==> src/rtl/core/lcp_pkg.sv <==
// ----------------------------------------------------------------------------
// lcp_pkg
// Shared types, constants and word tables of the line command parser.
// ----------------------------------------------------------------------------
package lcp_pkg;

   // field and register widths
   localparam int BYTE_W     = 8;
   localparam int FIELD_W    = 16;
   localparam int CSR_IDX_W  = 3;
   localparam int CSR_DATA_W = 16;

   // default width of the line and payload counters
   localparam int DEFAULT_LENGTH_BITS = 16;

   // register indexes
   typedef enum logic [CSR_IDX_W-1:0] {
      CSR_MAX_LINE       = 3'd0,
      CSR_MAX_SERIAL     = 3'd1,
      CSR_THEME_SENDFILE = 3'd2,
      CSR_THEME_PERF     = 3'd3,
      CSR_THEME_PROBE    = 3'd4
   } csr_reg_type;

   // register reset values
   localparam logic [CSR_DATA_W-1:0] MAX_LINE_RST       = 16'd1024;
   localparam logic [CSR_DATA_W-1:0] MAX_SERIAL_RST     = 16'd64;
   localparam logic [CSR_DATA_W-1:0] THEME_SENDFILE_RST = 16'd0;
   localparam logic [CSR_DATA_W-1:0] THEME_PERF_RST     = 16'd1;
   localparam logic [CSR_DATA_W-1:0] THEME_PROBE_RST    = 16'd2;

   // line parse phase
   typedef enum logic [1:0] {
      PH_WORD    = 2'd0,
      PH_SERIAL  = 2'd1,
      PH_PAYLOAD = 2'd2,
      PH_SKIP    = 2'd3
   } phase_type;

   // result kinds and report status
   localparam logic KIND_PAYLOAD = 1'b0;
   localparam logic KIND_REPORT  = 1'b1;
   localparam logic STATUS_OK    = 1'b0;
   localparam logic STATUS_BAD   = 1'b1;

   // characters
   localparam logic [BYTE_W-1:0] CH_LF   = 8'h0A;
   localparam logic [BYTE_W-1:0] CH_CR   = 8'h0D;
   localparam logic [BYTE_W-1:0] CH_SP   = 8'h20;
   localparam logic [BYTE_W-1:0] CH_ZERO = 8'h30;
   localparam logic [BYTE_W-1:0] CH_NINE = 8'h39;

   // command words
   localparam int NUM_WORDS   = 5;
   localparam int WORD_SF     = 0;
   localparam int WORD_SENDF  = 1;
   localparam int WORD_PERF   = 2;
   localparam int WORD_PERFM  = 3;
   localparam int WORD_PROBE  = 4;
   localparam int TEXT_W      = 88;
   localparam int POS_W       = 4;
   localparam logic [POS_W-1:0] POS_MAX = 4'd15;
   localparam logic [NUM_WORDS-1:0] WORD_ALL = 5'b11111;

   typedef enum logic [1:0] {
      THEME_SENDFILE = 2'd0,
      THEME_PERF     = 2'd1,
      THEME_PROBE    = 2'd2
   } theme_sel_type;

   // length of a command word
   function automatic logic [POS_W-1:0] word_len(input int idx);
      logic [POS_W-1:0] len;
      case (idx)
         WORD_SF:    len = 4'd2;
         WORD_SENDF: len = 4'd8;
         WORD_PERF:  len = 4'd4;
         WORD_PERFM: len = 4'd11;
         default:    len = 4'd5;
      endcase
      return len;
   endfunction

   // theme register a command word maps to
   function automatic theme_sel_type word_theme(input int idx);
      theme_sel_type sel;
      case (idx)
         WORD_SF, WORD_SENDF: sel = THEME_SENDFILE;
         WORD_PERF, WORD_PERFM: sel = THEME_PERF;
         default: sel = THEME_PROBE;
      endcase
      return sel;
   endfunction

   // character at a position of a command word, zero past its end
   function automatic logic [BYTE_W-1:0] word_char(input int idx,
                                                   input logic [POS_W-1:0] pos);
      logic [TEXT_W-1:0] text;
      logic [POS_W-1:0]  len;
      logic [POS_W-1:0]  back;
      logic [BYTE_W-1:0] ch;
      case (idx)
         WORD_SF:    text = TEXT_W'("sf");
         WORD_SENDF: text = TEXT_W'("sendfile");
         WORD_PERF:  text = TEXT_W'("perf");
         WORD_PERFM: text = TEXT_W'("performance");
         default:    text = TEXT_W'("probe");
      endcase
      len  = word_len(idx);
      back = len - pos - 4'd1;
      ch   = '0;
      if (pos < len) begin
         ch = text[{back, 3'b000} +: BYTE_W];
      end
      return ch;
   endfunction

endpackage

==> src/rtl/core/lcp_req_if.sv <==
// ----------------------------------------------------------------------------
// lcp_req_if
// Input byte channel: valid/ready handshake with one text byte per item.
// ----------------------------------------------------------------------------
interface lcp_req_if;
   logic                        valid;
   logic                        ready;
   logic [lcp_pkg::BYTE_W-1:0]  in_byte;

   modport source (output valid, output in_byte, input ready);
   modport sink   (input valid, input in_byte, output ready);
endinterface

==> src/rtl/core/lcp_rsp_if.sv <==
// ----------------------------------------------------------------------------
// lcp_rsp_if
// Result channel: payload bytes and end-of-line reports.
// ----------------------------------------------------------------------------
interface lcp_rsp_if;
   logic                        valid;
   logic                        ready;
   logic                        kind;
   logic [lcp_pkg::BYTE_W-1:0]  payload_byte;
   logic                        status;
   logic [lcp_pkg::FIELD_W-1:0] theme_code;
   logic [lcp_pkg::FIELD_W-1:0] serial_value;
   logic [lcp_pkg::FIELD_W-1:0] record_length;

   modport source (output valid, output kind, output payload_byte, output status,
                   output theme_code, output serial_value, output record_length,
                   input ready);
   modport sink   (input valid, input kind, input payload_byte, input status,
                   input theme_code, input serial_value, input record_length,
                   output ready);
endinterface

==> src/rtl/core/line_command_parser_unit.sv <==
// ----------------------------------------------------------------------------
// line_command_parser_unit
// Streaming parser for "word serial [payload]" command lines.
// ----------------------------------------------------------------------------
// Takes one text byte per cycle as long as the result side keeps up and
// yields at most one item per byte: a payload byte, or a report at the end
// of a line (LF, CR or CRLF; empty lines give nothing). A byte is held in an
// input register, then the word match, the decimal serial step and the length
// check run in one pass into the result register. A report with status 1
// means the line was bad or reached max_line bytes; drop its payload bytes.
// Registers must be written by the user through the csr port only while the
// block is idle; the block itself does not enforce it.
module line_command_parser_unit #(
   parameter int LENGTH_BITS = lcp_pkg::DEFAULT_LENGTH_BITS
) (
   input  logic                             clock,
   input  logic                             reset,
   input  logic                             csr_write_enable,
   input  logic [lcp_pkg::CSR_IDX_W-1:0]    csr_index,
   input  logic [lcp_pkg::CSR_DATA_W-1:0]   csr_write_data,
   lcp_req_if.sink                          req_chan,
   lcp_rsp_if.source                        rsp_chan
);

   localparam int CW = (LENGTH_BITS > lcp_pkg::FIELD_W) ? LENGTH_BITS : lcp_pkg::FIELD_W;
   localparam logic [LENGTH_BITS-1:0] LEN_MAX = {LENGTH_BITS{1'b1}};
   localparam logic [CW-1:0] LEN_MAX_W = CW'(LEN_MAX);
   localparam int SER_W = lcp_pkg::FIELD_W + 4;

   // configuration registers
   logic [lcp_pkg::CSR_DATA_W-1:0] max_line_ff;
   logic [lcp_pkg::CSR_DATA_W-1:0] max_serial_ff;
   logic [lcp_pkg::CSR_DATA_W-1:0] theme_sendfile_ff;
   logic [lcp_pkg::CSR_DATA_W-1:0] theme_perf_ff;
   logic [lcp_pkg::CSR_DATA_W-1:0] theme_probe_ff;

   always_ff @(posedge clock) begin
      if (reset) begin
         max_line_ff       <= lcp_pkg::MAX_LINE_RST;
         max_serial_ff     <= lcp_pkg::MAX_SERIAL_RST;
         theme_sendfile_ff <= lcp_pkg::THEME_SENDFILE_RST;
         theme_perf_ff     <= lcp_pkg::THEME_PERF_RST;
         theme_probe_ff    <= lcp_pkg::THEME_PROBE_RST;
      end else if (csr_write_enable) begin
         case (csr_index)
            lcp_pkg::CSR_MAX_LINE:       max_line_ff       <= csr_write_data;
            lcp_pkg::CSR_MAX_SERIAL:     max_serial_ff     <= csr_write_data;
            lcp_pkg::CSR_THEME_SENDFILE: theme_sendfile_ff <= csr_write_data;
            lcp_pkg::CSR_THEME_PERF:     theme_perf_ff     <= csr_write_data;
            lcp_pkg::CSR_THEME_PROBE:    theme_probe_ff    <= csr_write_data;
            default: ;
         endcase
      end
   end

   // input register and handshake
   logic                        s1_valid_ff;
   logic [lcp_pkg::BYTE_W-1:0]  s1_byte_ff;
   logic                        rsp_valid_ff;
   logic                        advance;

   assign advance        = s1_valid_ff && (!rsp_valid_ff || rsp_chan.ready);
   assign req_chan.ready = !s1_valid_ff || advance;

   always_ff @(posedge clock) begin
      if (reset) begin
         s1_valid_ff <= 1'b0;
      end else if (req_chan.ready) begin
         s1_valid_ff <= req_chan.valid;
      end
   end

   always_ff @(posedge clock) begin
      if (req_chan.ready && req_chan.valid) begin
         s1_byte_ff <= req_chan.in_byte;
      end
   end

   // line state
   lcp_pkg::phase_type             phase_ff, phase_in;
   logic [LENGTH_BITS-1:0]         line_count_ff, line_count_in;
   logic [lcp_pkg::NUM_WORDS-1:0]  word_mask_ff, word_mask_in;
   logic [lcp_pkg::POS_W-1:0]      word_pos_ff, word_pos_in;
   logic [lcp_pkg::FIELD_W-1:0]    latched_theme_ff, latched_theme_in;
   logic [lcp_pkg::FIELD_W-1:0]    serial_accum_ff, serial_accum_in;
   logic                           serial_has_digit_ff, serial_has_digit_in;
   logic                           line_bad_ff, line_bad_in;
   logic [LENGTH_BITS-1:0]         payload_count_ff, payload_count_in;
   logic                           after_cr_ff, after_cr_in;

   // result of the current byte
   logic                           res_valid;
   logic                           res_kind;
   logic [lcp_pkg::BYTE_W-1:0]     res_byte;
   logic                           res_status;
   logic [lcp_pkg::FIELD_W-1:0]    res_theme;
   logic [lcp_pkg::FIELD_W-1:0]    res_serial;
   logic [lcp_pkg::FIELD_W-1:0]    res_length;

   // size limit, capped at what the counter can hold
   logic [CW-1:0]                  max_line_w;
   logic [CW-1:0]                  limit;
   assign max_line_w = CW'(max_line_ff);
   assign limit      = (max_line_w < LEN_MAX_W) ? max_line_w : LEN_MAX_W;

   // report length is payload count plus one
   logic [CW:0]                    plen;
   assign plen = (CW + 1)'(payload_count_ff) + (CW + 1)'(1);

   // parse step
   always_comb begin
      logic [lcp_pkg::BYTE_W-1:0] c;
      logic [LENGTH_BITS-1:0]     count_inc;
      logic                       restart;
      logic                       ok;
      logic                       found;
      logic [SER_W-1:0]           ser_next;

      c         = s1_byte_ff;
      restart   = 1'b0;
      ok        = 1'b0;
      found     = 1'b0;
      count_inc = (line_count_ff == LEN_MAX) ? line_count_ff
                                             : line_count_ff + LENGTH_BITS'(1);
      ser_next  = (SER_W'(serial_accum_ff) << 3) + (SER_W'(serial_accum_ff) << 1)
                + SER_W'(c - lcp_pkg::CH_ZERO);

      phase_in            = phase_ff;
      line_count_in       = line_count_ff;
      word_mask_in        = word_mask_ff;
      word_pos_in         = word_pos_ff;
      latched_theme_in    = latched_theme_ff;
      serial_accum_in     = serial_accum_ff;
      serial_has_digit_in = serial_has_digit_ff;
      line_bad_in         = line_bad_ff;
      payload_count_in    = payload_count_ff;
      after_cr_in         = 1'b0;

      res_valid  = 1'b0;
      res_kind   = lcp_pkg::KIND_PAYLOAD;
      res_byte   = '0;
      res_status = lcp_pkg::STATUS_OK;
      res_theme  = '0;
      res_serial = '0;
      res_length = '0;

      if (after_cr_ff && c == lcp_pkg::CH_LF) begin
         // LF of a CRLF pair: absorbed
      end else if (c == lcp_pkg::CH_LF || c == lcp_pkg::CH_CR) begin
         // end of line
         after_cr_in = (c == lcp_pkg::CH_CR);
         restart     = 1'b1;
         if (line_count_ff != '0) begin
            case (phase_ff)
               lcp_pkg::PH_PAYLOAD: ok = !line_bad_ff;
               lcp_pkg::PH_SERIAL:  ok = !line_bad_ff && serial_has_digit_ff;
               default:             ok = 1'b0;
            endcase
            res_valid  = 1'b1;
            res_kind   = lcp_pkg::KIND_REPORT;
            res_status = ok ? lcp_pkg::STATUS_OK : lcp_pkg::STATUS_BAD;
            res_theme  = ok ? latched_theme_ff : '0;
            res_serial = ok ? serial_accum_ff : '0;
            res_length = ok ? plen[lcp_pkg::FIELD_W-1:0] : '0;
         end
      end else begin
         line_count_in = count_inc;
         if (CW'(count_inc) >= limit) begin
            // oversized line
            res_valid  = 1'b1;
            res_kind   = lcp_pkg::KIND_REPORT;
            res_status = lcp_pkg::STATUS_BAD;
            restart    = 1'b1;
         end else begin
            case (phase_ff)
               lcp_pkg::PH_WORD: begin
                  if (c == lcp_pkg::CH_SP) begin
                     // close the word
                     if (word_pos_ff != '0) begin
                        for (int i = 0; i < lcp_pkg::NUM_WORDS; i++) begin
                           if (!found && word_mask_ff[i] &&
                               lcp_pkg::word_len(i) == word_pos_ff) begin
                              found = 1'b1;
                              case (lcp_pkg::word_theme(i))
                                 lcp_pkg::THEME_SENDFILE: latched_theme_in = theme_sendfile_ff;
                                 lcp_pkg::THEME_PERF:     latched_theme_in = theme_perf_ff;
                                 default:                 latched_theme_in = theme_probe_ff;
                              endcase
                           end
                        end
                     end
                     if (found) begin
                        phase_in = lcp_pkg::PH_SERIAL;
                     end else begin
                        line_bad_in = 1'b1;
                        phase_in    = lcp_pkg::PH_SKIP;
                     end
                  end else begin
                     // narrow the candidate words
                     for (int i = 0; i < lcp_pkg::NUM_WORDS; i++) begin
                        if (!(word_pos_ff < lcp_pkg::word_len(i) &&
                              lcp_pkg::word_char(i, word_pos_ff) == c)) begin
                           word_mask_in[i] = 1'b0;
                        end
                     end
                     if (word_pos_ff < lcp_pkg::POS_MAX) begin
                        word_pos_in = word_pos_ff + 4'd1;
                     end
                  end
               end
               lcp_pkg::PH_SERIAL: begin
                  if (c == lcp_pkg::CH_SP) begin
                     if (serial_has_digit_ff) begin
                        phase_in = lcp_pkg::PH_PAYLOAD;
                     end else begin
                        line_bad_in = 1'b1;
                        phase_in    = lcp_pkg::PH_SKIP;
                     end
                  end else if (c inside {[lcp_pkg::CH_ZERO:lcp_pkg::CH_NINE]}) begin
                     if (ser_next > SER_W'(max_serial_ff)) begin
                        line_bad_in = 1'b1;
                        phase_in    = lcp_pkg::PH_SKIP;
                     end else begin
                        serial_accum_in     = ser_next[lcp_pkg::FIELD_W-1:0];
                        serial_has_digit_in = 1'b1;
                     end
                  end else begin
                     line_bad_in = 1'b1;
                     phase_in    = lcp_pkg::PH_SKIP;
                  end
               end
               lcp_pkg::PH_PAYLOAD: begin
                  if (payload_count_ff != LEN_MAX) begin
                     payload_count_in = payload_count_ff + LENGTH_BITS'(1);
                  end
                  res_valid = 1'b1;
                  res_kind  = lcp_pkg::KIND_PAYLOAD;
                  res_byte  = c;
               end
               default: ;
            endcase
         end
      end

      // fresh line
      if (restart) begin
         phase_in            = lcp_pkg::PH_WORD;
         line_count_in       = '0;
         word_mask_in        = lcp_pkg::WORD_ALL;
         word_pos_in         = '0;
         latched_theme_in    = '0;
         serial_accum_in     = '0;
         serial_has_digit_in = 1'b0;
         line_bad_in         = 1'b0;
         payload_count_in    = '0;
      end
   end

   // state registers
   always_ff @(posedge clock) begin
      if (reset) begin
         phase_ff            <= lcp_pkg::PH_WORD;
         line_count_ff       <= '0;
         word_mask_ff        <= lcp_pkg::WORD_ALL;
         word_pos_ff         <= '0;
         latched_theme_ff    <= '0;
         serial_accum_ff     <= '0;
         serial_has_digit_ff <= 1'b0;
         line_bad_ff         <= 1'b0;
         payload_count_ff    <= '0;
         after_cr_ff         <= 1'b0;
      end else if (advance) begin
         phase_ff            <= phase_in;
         line_count_ff       <= line_count_in;
         word_mask_ff        <= word_mask_in;
         word_pos_ff         <= word_pos_in;
         latched_theme_ff    <= latched_theme_in;
         serial_accum_ff     <= serial_accum_in;
         serial_has_digit_ff <= serial_has_digit_in;
         line_bad_ff         <= line_bad_in;
         payload_count_ff    <= payload_count_in;
         after_cr_ff         <= after_cr_in;
      end
   end

   // result register
   logic                        rsp_kind_ff;
   logic [lcp_pkg::BYTE_W-1:0]  rsp_byte_ff;
   logic                        rsp_status_ff;
   logic [lcp_pkg::FIELD_W-1:0] rsp_theme_ff;
   logic [lcp_pkg::FIELD_W-1:0] rsp_serial_ff;
   logic [lcp_pkg::FIELD_W-1:0] rsp_length_ff;
   logic                        rsp_valid_in;

   assign rsp_valid_in = advance ? res_valid : (rsp_valid_ff && !rsp_chan.ready);

   always_ff @(posedge clock) begin
      if (reset) begin
         rsp_valid_ff <= 1'b0;
      end else begin
         rsp_valid_ff <= rsp_valid_in;
      end
   end

   always_ff @(posedge clock) begin
      if (advance && res_valid) begin
         rsp_kind_ff   <= res_kind;
         rsp_byte_ff   <= res_byte;
         rsp_status_ff <= res_status;
         rsp_theme_ff  <= res_theme;
         rsp_serial_ff <= res_serial;
         rsp_length_ff <= res_length;
      end
   end

   assign rsp_chan.valid         = rsp_valid_ff;
   assign rsp_chan.kind          = rsp_kind_ff;
   assign rsp_chan.payload_byte  = rsp_byte_ff;
   assign rsp_chan.status        = rsp_status_ff;
   assign rsp_chan.theme_code    = rsp_theme_ff;
   assign rsp_chan.serial_value  = rsp_serial_ff;
   assign rsp_chan.record_length = rsp_length_ff;

   // checks
   a_fresh_line_in_word: assert property (@(posedge clock) disable iff (reset)
      (line_count_ff == '0) |-> (phase_ff == lcp_pkg::PH_WORD))
      else $error("empty line left the word phase");

   a_payload_only_in_payload: assert property (@(posedge clock) disable iff (reset)
      (payload_count_ff != '0) |-> (phase_ff == lcp_pkg::PH_PAYLOAD))
      else $error("payload counted outside the payload phase");

   a_bad_report_clean: assert property (@(posedge clock) disable iff (reset)
      (rsp_valid_ff && rsp_kind_ff == lcp_pkg::KIND_REPORT &&
       rsp_status_ff == lcp_pkg::STATUS_BAD)
      |-> (rsp_length_ff == '0 && rsp_theme_ff == '0 && rsp_serial_ff == '0))
      else $error("invalid report carries line data");

endmodule

==> src/flat_wrapper.sv <==
// flat-port wrapper written by rule: the top's interface ports become plain ports
module line_command_parser_unit_flat 
#(
   parameter int LENGTH_BITS = lcp_pkg::DEFAULT_LENGTH_BITS
)
  (clock, reset, csr_write_enable, csr_index, csr_write_data, req_chan_valid, req_chan_in_byte, req_chan_ready, rsp_chan_valid, rsp_chan_kind, rsp_chan_payload_byte, rsp_chan_status, rsp_chan_theme_code, rsp_chan_serial_value, rsp_chan_record_length, rsp_chan_ready);
  lcp_req_if req_chan_i ();
  lcp_rsp_if rsp_chan_i ();
  input  logic clock;
  input  logic reset;
  input  logic csr_write_enable;
  input  logic [lcp_pkg::CSR_IDX_W-1:0] csr_index;
  input  logic [lcp_pkg::CSR_DATA_W-1:0] csr_write_data;
  input wire logic [$bits(req_chan_i.valid)-1:0] req_chan_valid;
  input wire logic [$bits(req_chan_i.in_byte)-1:0] req_chan_in_byte;
  output wire logic [$bits(req_chan_i.ready)-1:0] req_chan_ready;
  output wire logic [$bits(rsp_chan_i.valid)-1:0] rsp_chan_valid;
  output wire logic [$bits(rsp_chan_i.kind)-1:0] rsp_chan_kind;
  output wire logic [$bits(rsp_chan_i.payload_byte)-1:0] rsp_chan_payload_byte;
  output wire logic [$bits(rsp_chan_i.status)-1:0] rsp_chan_status;
  output wire logic [$bits(rsp_chan_i.theme_code)-1:0] rsp_chan_theme_code;
  output wire logic [$bits(rsp_chan_i.serial_value)-1:0] rsp_chan_serial_value;
  output wire logic [$bits(rsp_chan_i.record_length)-1:0] rsp_chan_record_length;
  input wire logic [$bits(rsp_chan_i.ready)-1:0] rsp_chan_ready;
  assign req_chan_i.valid = req_chan_valid;
  assign req_chan_i.in_byte = req_chan_in_byte;
  assign req_chan_ready = req_chan_i.ready;
  assign rsp_chan_valid = rsp_chan_i.valid;
  assign rsp_chan_kind = rsp_chan_i.kind;
  assign rsp_chan_payload_byte = rsp_chan_i.payload_byte;
  assign rsp_chan_status = rsp_chan_i.status;
  assign rsp_chan_theme_code = rsp_chan_i.theme_code;
  assign rsp_chan_serial_value = rsp_chan_i.serial_value;
  assign rsp_chan_record_length = rsp_chan_i.record_length;
  assign rsp_chan_i.ready = rsp_chan_ready;
  line_command_parser_unit #(.LENGTH_BITS(LENGTH_BITS)) u_core (.clock(clock), .reset(reset), .csr_write_enable(csr_write_enable), .csr_index(csr_index), .csr_write_data(csr_write_data), .req_chan(req_chan_i), .rsp_chan(rsp_chan_i));
endmodule
==> config.mk <==
export PLATFORM = sky130hd
export DESIGN_NAME = line_command_parser_unit_flat
export DESIGN_NICKNAME = d
export VERILOG_FILES = /design/src/rtl/core/lcp_pkg.sv /design/src/rtl/core/lcp_req_if.sv /design/src/rtl/core/lcp_rsp_if.sv /design/src/rtl/core/line_command_parser_unit.sv /design/src/flat_wrapper.sv
export SDC_FILE = /design/constraint.sdc
export NUM_CORES = 1
export LEC_CHECK = 0
export ABC_CLOCK_PERIOD_IN_PS = 6100
export BUFFER_PORTS_ARGS = -buffer_cell sky130_fd_sc_hd__buf_2
export CORE_AREA = 2 2 175 177
export CTS_CLUSTER_SIZE = 14
export DETAILED_ROUTE_END_ITERATION = 16
export DIE_AREA = 0 0 177 179
export RECOVER_POWER = 25
export SYNTH_ARGS = -nofsm -noshare
export SYNTH_HDL_FRONTEND = slang
export SYNTH_SLANG_ARGS = --single-unit
==> constraint.sdc <==
create_clock -name clock -period 6.1 [get_ports clock]
set_input_delay 0.915 -clock clock [delete_from_list [all_inputs] [get_ports clock]]
set_output_delay 0.915 -clock clock [all_outputs]
set_load 0.02 [all_outputs]
==> flow_summary.toml, run 1 <==
[run_status]
outcome = "finished with violations"
violations = "max-capacitance violations, max-slew violations"

[floorplan]
num_rows = 64
core_area_sq_um = 30030
die-width_um = 177
die-area_sq_um = 31680
io_pins = 92
die_h_um = 179
initial_core_util = 0.4197

[sta]
setup_viol = 0
hold_violations = 0
tightest_slew_ns = 3.363
fmax_mhz = 179.1
fin_setup_tns_ns = 0
fin_ws_ns = 0.5165
post-route-min-period_ns = 5.583
rsz0062_at_grt = "false"
relSlewSlack = -1.242
post-route-period-util = 0.9153
drv_slew = 68
finClkSkew_ns = 0.01149

[clock_network]
htree_levels = 1
numCtsBuffers = 26
holdBufCountCts = 0
cts.clk_slew.worst_paths_ns = 0.06
clk_latency_ns = 0.55
clock_path_buffers = 3
root_buffer = "clkbuf_16"
cts_tree = "yes"
cts_resized = 0
cts.sinks = 226

[yosys]
synth_seq_cells = 226
netlist_area_sq_um = 12600
synthAdderAreaFrac = 0.1062
async_flop_share = 0
ys_top_cells_by_area = "dfxtp_1 25%, edfxtp_1 16%, ha_1 8.2%"
synth_top_area_frac = 0.2542
synth_top_family_by_area = "simple AND/OR/NAND/NOR gates"
synth.area.mux_share = 0.02691
ys_warn_count = 0
ys_seq_area_frac = 0.4114
ys_types = 76
netlist_instances = 1454
synth_xor_area_frac = 0.03614
synth_edf_count = 66
avgSynthCellArea_sq_um = 8.667
synth_top_area_cell = "dfxtp_1"
yosys.area_share.simple = 0.2095
synth_compound_area_frac = 0.1621
synthFlopType = "dfxtp_1"
synth_fp_nets = 1584

[pwr]
power_leakage_nw = 5.441
p_int_mw = 2.683
sequentialPowerShare = 0.448
p_comb_frac = 0.079
swShare = 0.2392
power.share.clock = 0.473
switchingPower_mw = 0.8436
power.density_nw_per_um2 = 247.3
peakVddDrop_mv = 0.1711

[grt]
grt_overflow_total = 0
grt_use_total = 0.2126
grt_max_degree = 74
grt_pass1_vias = 9766
grt_pass1_wl_mm = 53.39
antenna_found_initial = 0

[placed_design]
place_ws_ns = 0.5355
routabilityCongestion = 0.9263
placedCellCount = 1884
placed_cell_area_sq_um = 13390
hpwl_mm = 23.95
port_buffers = 91

[layout]
antenna_cells = 0
instances_no_fill = 1932
area_growth_pct = 13.17
fin_area_sq_um = 14260
fillers = 2944
nNetsFinal = 1647
post_route_cells_drive_above_1_share = 0.08333

[worst_setup_path]
setup.worst_path.end = "u_core.serial_accum_ff[7]$_SDFFE_PP0P_"
critPathCaptureType = "register"
crit_required_ns = 6.53
r2r_start = "u_core.s1_byte_ff[5]$_DFFE_PP_"
arrival_ns = 6.02
start_kind = "register"
r2r-end = "u_core.serial_accum_ff[7]$_SDFFE_PP0P_"
r2r_slack_ns = 0.52
cp_max_fo = 16
r2r_cells = 20
crit_type = "reg -> reg"
startpoint = "u_core.s1_byte_ff[5]$_DFFE_PP_"

[drt]
firstDrtPassIters = 5
drc = 0
avgRoutedWirePerCell_um = 17.40
drt-initial-drc-count = 781
num_vias = 10574
antenna_left = 0
via_per_inst = 5.473
routed_wl_mm = 33.61

[flow_run]
maxCapViolations = 1

[hold_path]
hold_path.class = "reg -> reg"
==> timing repair <==
item | 4_1_cts | 5_1_grt
hold endpoints to repair | 0 | 0
setup endpoints to repair | 0 | 16
buffers inserted | 0 | 1
==> through the flow <==
| step | power, mW | utilization | hold WS (ns) |
|---|---|---|---|
| floorplan | 1.797 | - | 0.4323 |
| global placement | 1.886 | 0.4459 | 0.4419 |
| detailed placement | 1.888 | 0.4459 | 0.4466 |
| CTS | 3.558 | 0.4765 | 0.4549 |
| global route | 3.654 | 0.4750 | 0.4638 |
| finish | 3.527 | 0.4750 | 0.4523 |
==> cell usage after synthesis, drive strengths merged (8+ instances only) <==
cell / count
nand2: 253
dfxtp: 160
a21oi: 146
nor2: 101
ha: 83
inv: 79
o21ai: 69
edfxtp: 66
clkbuf: 62
and2: 44
xnor2: 36
nand3: 27
nor3: 27
mux2i: 26
a22oi: 22
nand4: 19
nand3b: 17
a22o: 16
xor2: 16
and3: 15
fa: 15
nor2b: 13
buf: 12
nand2b: 10
o21a: 10
a211oi: 8
o211ai: 8
or3: 8
==> cell families after synthesis <==
| logic type | after synthesis |
|---|---|
| and+or+nand+nor | 557 |
| muxes | 33 |
| xor gates and xnor gates | 52 |
| adders and majority gates | 98 |
| buffers and inverters | 154 |
| AOI/OAI and AO/OA | 334 |
| DFF | 226 |
==> power by group through the flow <==
stage | Combinational (mW) | Clock (mW) | Sequential (mW)
final | 0.279 | 1.67 | 1.58
after CTS | 0.278 | 1.70 | 1.58
after global routing | 0.311 | 1.76 | 1.58
after floorplan | 0.190 | 0 | 1.61
after global placement | 0.274 | 0 | 1.61
after detailed placement | 0.275 | 0 | 1.61
==> registers in the layout, summed over array words and instances (netlist names), 16 cells and up <==
name,cells
u_core.theme_perf_ff,16
u_core.max_serial_ff,16
u_core.line_count_ff,16
u_core.serial_accum_ff,16
u_core.rsp_chan.record_length,16
u_core.payload_count_ff,16
u_core.max_line_ff,16
u_core.rsp_chan.serial_value,16
u_core.theme_probe_ff,16
u_core.theme_sendfile_ff,16
u_core.rsp_chan.theme_code,16
u_core.latched_theme_ff,16
==> area by class of cell <==
cell class / count / area [sq um] / share of cell area
inverters: 80 / 300.3 / 0.02105
repair buffers: 109 / 539.3 / 0.03781
flip-flops and latches: 226 / 5185 / 0.3635
multi-input cells: 1074 / 6824 / 0.4785
well taps: 396 / 495.5 / 0.03474
clock inverters: 11 / 170.2 / 0.01193
clock buffers: 36 / 748.2 / 0.05246
==> how the worst min path moves through the flow <==
stage | start | to | slack (ns) | depth (start not counted)
2_1_floorplan | u_core.after_cr_ff$_SDFFE_PP0P_ | u_core.after_cr_ff$_SDFFE_PP0P_ | 0.43 | 2
6_report | u_core.theme_perf_ff[6]$_SDFFE_PP0P_ | u_core.theme_perf_ff[6]$_SDFFE_PP0P_ | 0.45 | 2
3_3_place_gp | u_core.theme_sendfile_ff[13]$_SDFFE_PP0P_ | u_core.theme_sendfile_ff[13]$_SDFFE_PP0P_ | 0.44 | 2
4_1_cts | u_core.max_line_ff[9]$_SDFFE_PP0P_ | u_core.max_line_ff[9]$_SDFFE_PP0P_ | 0.45 | 2
5_1_grt | u_core.theme_perf_ff[5]$_SDFFE_PP0P_ | u_core.theme_perf_ff[5]$_SDFFE_PP0P_ | 0.46 | 2
3_5_place_dp | u_core.theme_perf_ff[4]$_SDFFE_PP0P_ | u_core.theme_perf_ff[4]$_SDFFE_PP0P_ | 0.45 | 2
==> worst max-delay path, stage by stage, from the launching register on <==
cell and delay, ns:
edfxtp_1 0.51, ha_1 0.30, xor2_1 0.17, fa_1 0.49
inv_1 0.05, ha_1 0.35, and2_4 0.18, a221oi_2 0.39
a21oi_1 0.18, o21ai_0 0.22, nor2b_1 0.19, xnor2_1 0.18
ha_1 0.31, a21oi_1 0.18, o21ai_0 0.14, nor4_1 0.30
a211o_1 0.18, o2111ai_1 0.09, a2111o_1 0.47, o21a_4 0.32
a22o_1 0.25
==> cells in the final DEF (no fill, tap or decap), types with 36 or more instances in the layout <==
master,netlist,final
nand2_1,253,253
dfxtp_1,160,160
a21oi_1,146,146
nor2_1,100,99
ha_1,83,83
inv_1,79,78
o21ai_0,67,67
edfxtp_1,66,66
clkbuf_1,61,55
and2_1,43,42
buf_2,8,40
xnor2_1,36,36
==> routing by layer <==
layer | global-route usage | share of wire
met4 | 0.06336 | 0.027
met5 | 0 | 0
met2 | 0.3303 | 0.44
met3 | 0.02608 | 0.058
met1 | 0.3083 | 0.48
Power figures use the tool's default switching activity.
==> run 2, diff against run 1 <==
--- a/config.mk
+++ b/config.mk
@@ -7,10 +7,11 @@
 export LEC_CHECK = 0
 export ABC_CLOCK_PERIOD_IN_PS = 6100
 export BUFFER_PORTS_ARGS = -buffer_cell sky130_fd_sc_hd__buf_2
-export CORE_AREA = 2 2 175 177
+export CORE_AREA = 2 2 155 157
 export CTS_CLUSTER_SIZE = 14
 export DETAILED_ROUTE_END_ITERATION = 16
-export DIE_AREA = 0 0 177 179
+export DIE_AREA = 0 0 157 159
+export PLACE_DENSITY = 0.76
 export RECOVER_POWER = 25
 export SYNTH_ARGS = -nofsm -noshare
 export SYNTH_HDL_FRONTEND = slang
==> flow_summary.toml, run 2 (synthesis gave the netlist of run 1 again) <==
[flow_run]
maxCapViolations = 2

[pwr]
swShare = 0.2353
switchingPower_mw = 0.8117
power.share.clock = 0.462
power_leakage_nw = 5.416
sequentialPowerShare = 0.458
p_comb_frac = 0.080
power.density_nw_per_um2 = 244.4
p_total_mw = 3.449
peakVddDrop_mv = 0.2095
p_int_mw = 2.638

[worst_setup_path]
crit_required_ns = 6.52
cp_max_fo = 16
critPathCaptureType = "register"
arrival_ns = 5.99
worstPathCellList = "buf_4, ha_1, xor2_1, fa_1, inv_1, ha_1, and2_4, a221oi_2, a21oi_1, o21ai_0, nor2b_1, xnor2_1, ha_1, a21oi_1, o21ai_0, nor4_1, a211o_1, o2111ai_1, a2111o_1, o21a_4, a22o_1"
crit_slowest_cell = "fa_1"
start_kind = "register"
crit_top_cell = "ha_1"
slowest_delay_ns = 0.50
crit_type = "reg -> reg"

[grt]
grt_pass1_wl_mm = 51.41
grt_use_total = 0.2512
grt_pass1_vias = 10157
grt_overflow_total = 0
antenna_found_initial = 0
grt_max_degree = 103

[placed_design]
hpwl_mm = 22.53
routabilityCongestion = 0.9185
port_buffers = 91

[layout]
post_route_cells_drive_above_1_share = 0.07958
layout_common_cells = "253 x nand2_1, 160 x dfxtp_1, 146 x a21oi_1"
fin_util = 0.6085
final_common_cell = "nand2_1"
fillers = 2041
area_growth_pct = 11.98
antenna_cells = 0
nNetsFinal = 1644

[drt]
drc = 0
num_vias = 10705
avgRoutedWirePerCell_um = 17.10
firstDrtPassIters = 6
antenna_left = 0
drt-initial-drc-count = 903
routed_wl_mm = 31.68
via_per_inst = 5.780

[floorplan]
die_h_um = 159
core_area_sq_um = 23190
initial_core_util = 0.5434
die-width_um = 157
io_pins = 92
num_rows = 56
die-area_sq_um = 24960

[sta]
post-route-period-util = 0.9123
finClkSkew_ns = 0.01280
rsz0062_at_grt = "false"
setup_viol = 0
fmax_mhz = 179.7
relSlewSlack = -0.3830
hold_violations = 0
post-route-min-period_ns = 5.565
drv_slew = 142
fin_hold_ws_ns = 0.4521
tightest_slew_ns = 2.074
fin_setup_tns_ns = 0

[clock_network]
cts_tree = "yes"
cts_resized = 0
numCtsBuffers = 25
cts.sinks = 226
clk_latency_ns = 0.54
clock_path_buffers = 3
root_buffer = "clkbuf_16"
holdBufCountCts = 0
cts.clk_slew.worst_paths_ns = 0.06
htree_levels = 1

[hold_path]
hold_path.class = "reg -> reg"

[run_status]
outcome = "finished with violations"
violations = "max-capacitance violations, max-slew violations"
==> run 2: cell count changes in the layout (fill, tap and decap cells not counted), sizes merged <==
cell	change
buf	+1
bufinv	+1
clkbuf	-8
clkinv	+2
clkinvlp	+1
==> run 2: what timing repair did <==
item / in CTS / in global routing
hold endpoints to repair: 0 / 0
endpoints found under the setup margin: 0 / 18
setup buffers: 0 / 4
==> run 2: power by group through the flow <==
stage | clock, mW | combinational [mW] | sequential, mW
3_3_place_gp | 0 | 0.263 | 1.61
3_5_place_dp | 0 | 0.267 | 1.61
6_report | 1.59 | 0.275 | 1.58
4_1_cts | 1.61 | 0.269 | 1.58
5_1_grt | 1.68 | 0.304 | 1.58
2_1_floorplan | 0 | 0.190 | 1.61
==> run 2: worst paths after layout <==
path	startpoint	to	slack, ns	depth (start not counted)
max	u_core.s1_byte_ff[4]$_DFFE_PP_	u_core.serial_accum_ff[3]$_SDFFE_PP0P_	0.53	21
min	u_core.theme_perf_ff[6]$_SDFFE_PP0P_	u_core.theme_perf_ff[6]$_SDFFE_PP0P_	0.45	2
max reg2reg	u_core.s1_byte_ff[4]$_DFFE_PP_	u_core.serial_accum_ff[3]$_SDFFE_PP0P_	0.53	21
min reg2reg	u_core.theme_perf_ff[6]$_SDFFE_PP0P_	u_core.theme_perf_ff[6]$_SDFFE_PP0P_	0.45	2
==> run 2: metal layers <==
metal,track usage,share of wire,wire length [um],vias up
met5,0,0,0,-
met4,0.06964,0.023,734,0
met1,0.3585,0.45,14330,5066
li1,-,-,-,5180
met3,0.03185,0.065,2071,69
met2,0.4015,0.46,14540,390
==> run 2: critical path: cells and delay by family, from the launching register on <==
| kind | cells | cell delay, ns |
|---|---|---|
| compound gates | 10 | 2.39 |
| xor+xnor | 2 | 0.35 |
| fa+ha+maj | 4 | 1.40 |
| buf+inv | 2 | 0.23 |
| flops | 1 | 0.41 |
| simple gates | 3 | 0.66 |
==> run 2: layout make-up <==
cell class	instances	area (sq um)	share of cell area
flip-flops and latches	226	5185	0.3674
multi-input cells	1074	6819	0.4832
clock inverters	15	211.5	0.01498
well taps	319	399.1	0.02828
clock buffers	31	658.1	0.04664
repair buffers	107	539.3	0.03821
inverters	80	300.3	0.02128
==> run 2: stage by stage <==
step / cells / worst slack [ns] / cell area [sq um]
2_1_floorplan: 1454 / 0.3833 / 12600
4_1_cts: 1848 / 0.3068 / 14130
3_3_place_gp: 1802 / 0.5493 / 13260
5_1_grt: 1852 / 0.1317 / 14110
3_5_place_dp: 1802 / 0.3587 / 13260
6_report: 1852 / 0.5348 / 14110
==> run 3, diff against run 2 <==
--- a/config.mk
+++ b/config.mk
@@ -8,6 +8,7 @@
 export ABC_CLOCK_PERIOD_IN_PS = 6100
 export BUFFER_PORTS_ARGS = -buffer_cell sky130_fd_sc_hd__buf_2
 export CORE_AREA = 2 2 155 157
+export CTS_BUF_LIST = sky130_fd_sc_hd__clkbuf_8 sky130_fd_sc_hd__clkbuf_16
 export CTS_CLUSTER_SIZE = 14
 export DETAILED_ROUTE_END_ITERATION = 16
 export DIE_AREA = 0 0 157 159
==> flow_summary.toml, run 3 (synthesis gave the netlist of run 1 again) <==
[placed_design]
routabilityCongestion = 0.9185
place_ws_ns = 0.3587
hpwl_mm = 22.53
port_buffers = 91

[clock_network]
numCtsBuffers = 25
htree_levels = 1
holdBufCountCts = 0
cts.sinks = 226
clock_path_buffers = 3
clk_latency_ns = 0.54
root_buffer = "clkbuf_16"
cts.clk_slew.worst_paths_ns = 0.06
cts_tree = "yes"

[grt]
grt_pass1_wl_mm = 51.41
grt_pass1_vias = 10157
grt_max_degree = 103
grt_overflow_total = 0
antenna_found_initial = 0
grt_use_total = 0.2512

[sta]
finClkSkew_ns = 0.01298
fin_ws_ns = 0.5436
post-route-period-util = 0.9109
rsz0062_at_grt = "false"
fmax_mhz = 180.0
drv_slew = 142
fin_setup_tns_ns = 0
hold_violations = 0
post-route-min-period_ns = 5.556
tightest_slew_ns = 2.074
setup_viol = 0
relSlewSlack = -0.3826

[worst_setup_path]
crit_required_ns = 6.52
r2r_cells = 21
crit_top_cell = "ha_1"
critPathBufInv = 2
arrival_ns = 5.98
worstPathCellList = "buf_4, ha_1, xor2_1, fa_1, inv_1, ha_1, and2_4, a221oi_2, a21oi_1, o21ai_0, nor2b_1, xnor2_1, ha_1, a21oi_1, o21ai_0, nor4_1, a211o_1, o2111ai_1, a2111o_1, o21a_4, a22o_1"
start_kind = "register"
crit_slowest_cell = "fa_1"
critPathTopFamily = "compound AO/OA/AOI/OAI gates"
cp_max_fo = 16
path_depth = 21
critPathCaptureType = "register"
slowest_delay_ns = 0.50
crit_type = "reg -> reg"

[flow_run]
maxCapViolations = 2

[drt]
firstDrtPassIters = 6
routed_wl_mm = 31.64
drc = 0
antenna_left = 0
num_vias = 10634
drt-initial-drc-count = 910
avgRoutedWirePerCell_um = 17.09
via_per_inst = 5.742

[layout]
area_growth_pct = 11.98
ff_latch_area_sq_um = 5185
multi_input_area_sq_um = 6819
nNetsFinal = 1644
antenna_cells = 0
fillers = 2041
post_route_cells_drive_above_1_share = 0.07958
final_common_cell = "nand2_1"
layout_common_cells = "253 x nand2_1, 160 x dfxtp_1, 146 x a21oi_1"

[pwr]
power_leakage_nw = 5.437
sequentialPowerShare = 0.460
p_comb_frac = 0.080
power.density_nw_per_um2 = 243.8
power.share.clock = 0.460
p_int_mw = 2.629
peakVddDrop_mv = 0.2092
swShare = 0.2358
switchingPower_mw = 0.8113

[run_status]
outcome = "finished with violations"
violations = "max-capacitance violations, max-slew violations"

[floorplan]
initial_core_util = 0.5434
die_h_um = 159
io_pins = 92
die-width_um = 157
die-area_sq_um = 24960
core_area_sq_um = 23190
num_rows = 56

[hold_path]
min_path_cells = 2
hold_path.class = "reg -> reg"
[run 3: cell count changes in the layout (fill, tap and decap cells not counted)]
cell,delta
inv_1,+5
clkbuf_1,-5
[run 3: layout make-up]
type	count	area share
well taps	319	0.02828
clock buffers	26	0.04531
multi-input cells	1074	0.4832
repair buffers	107	0.03821
clock inverters	20	0.01631
inverters	80	0.02128
flip-flops and latches	226	0.3674
[run 3: worst paths after layout]
path,slack (ns),startpoint,endpoint
worst min register to register,0.45,u_core.theme_perf_ff[6]$_SDFFE_PP0P_,u_core.theme_perf_ff[6]$_SDFFE_PP0P_
worst min-delay path,0.45,u_core.theme_perf_ff[6]$_SDFFE_PP0P_,u_core.theme_perf_ff[6]$_SDFFE_PP0P_
worst max register to register,0.54,u_core.s1_byte_ff[4]$_DFFE_PP_,u_core.serial_accum_ff[3]$_SDFFE_PP0P_
worst max-delay path,0.54,u_core.s1_byte_ff[4]$_DFFE_PP_,u_core.serial_accum_ff[3]$_SDFFE_PP0P_
[run 3: power by group through the flow]
stage / clock network [mW] / registers, mW / logic (mW)
2_1_floorplan: 0 / 1.61 / 0.190
3_3_place_gp: 0 / 1.61 / 0.263
3_5_place_dp: 0 / 1.61 / 0.267
4_1_cts: 1.60 / 1.58 / 0.269
5_1_grt: 1.67 / 1.58 / 0.304
6_report: 1.58 / 1.58 / 0.275
[run 3: stage by stage]
| step | std cells | utilization | power (mW) | hold slack [ns] | cell area [sq um] |
|---|---|---|---|---|---|
| 3_5_place_dp | 1802 | 0.5719 | 1.880 | 0.4473 | 13260 |
| 5_1_grt | 1852 | 0.6085 | 3.555 | 0.4723 | 14110 |
| 3_3_place_gp | 1802 | 0.5719 | 1.875 | 0.4390 | 13260 |
| 2_1_floorplan | 1454 | - | 1.797 | 0.4323 | 12600 |
| 6_report | 1852 | 0.6085 | 3.441 | 0.4525 | 14110 |
| 4_1_cts | 1848 | 0.6094 | 3.453 | 0.4553 | 14130 |
[run 3: repair_timing]
action | in CTS | in global routing
endpoints found under the setup margin | 0 | 18
gates resized for setup | 0 | 0
buffers inserted | 0 | 4
[run 3: routing by layer]
metal	vias up	GRT usage	share of wire
met5	-	0	0
li1	5176	-	-
met4	0	0.06964	0.023
met1	5031	0.3585	0.45
met3	62	0.03185	0.062
met2	365	0.4015	0.46
[run 3: worst min-delay path: cells and delay by family, from the launching register on]
family | cells | cell delay, ns
flip-flops | 1 | 0.31
AND/OR/NAND/NOR | 1 | 0.05
AO/OA/AOI/OAI | 1 | 0.05
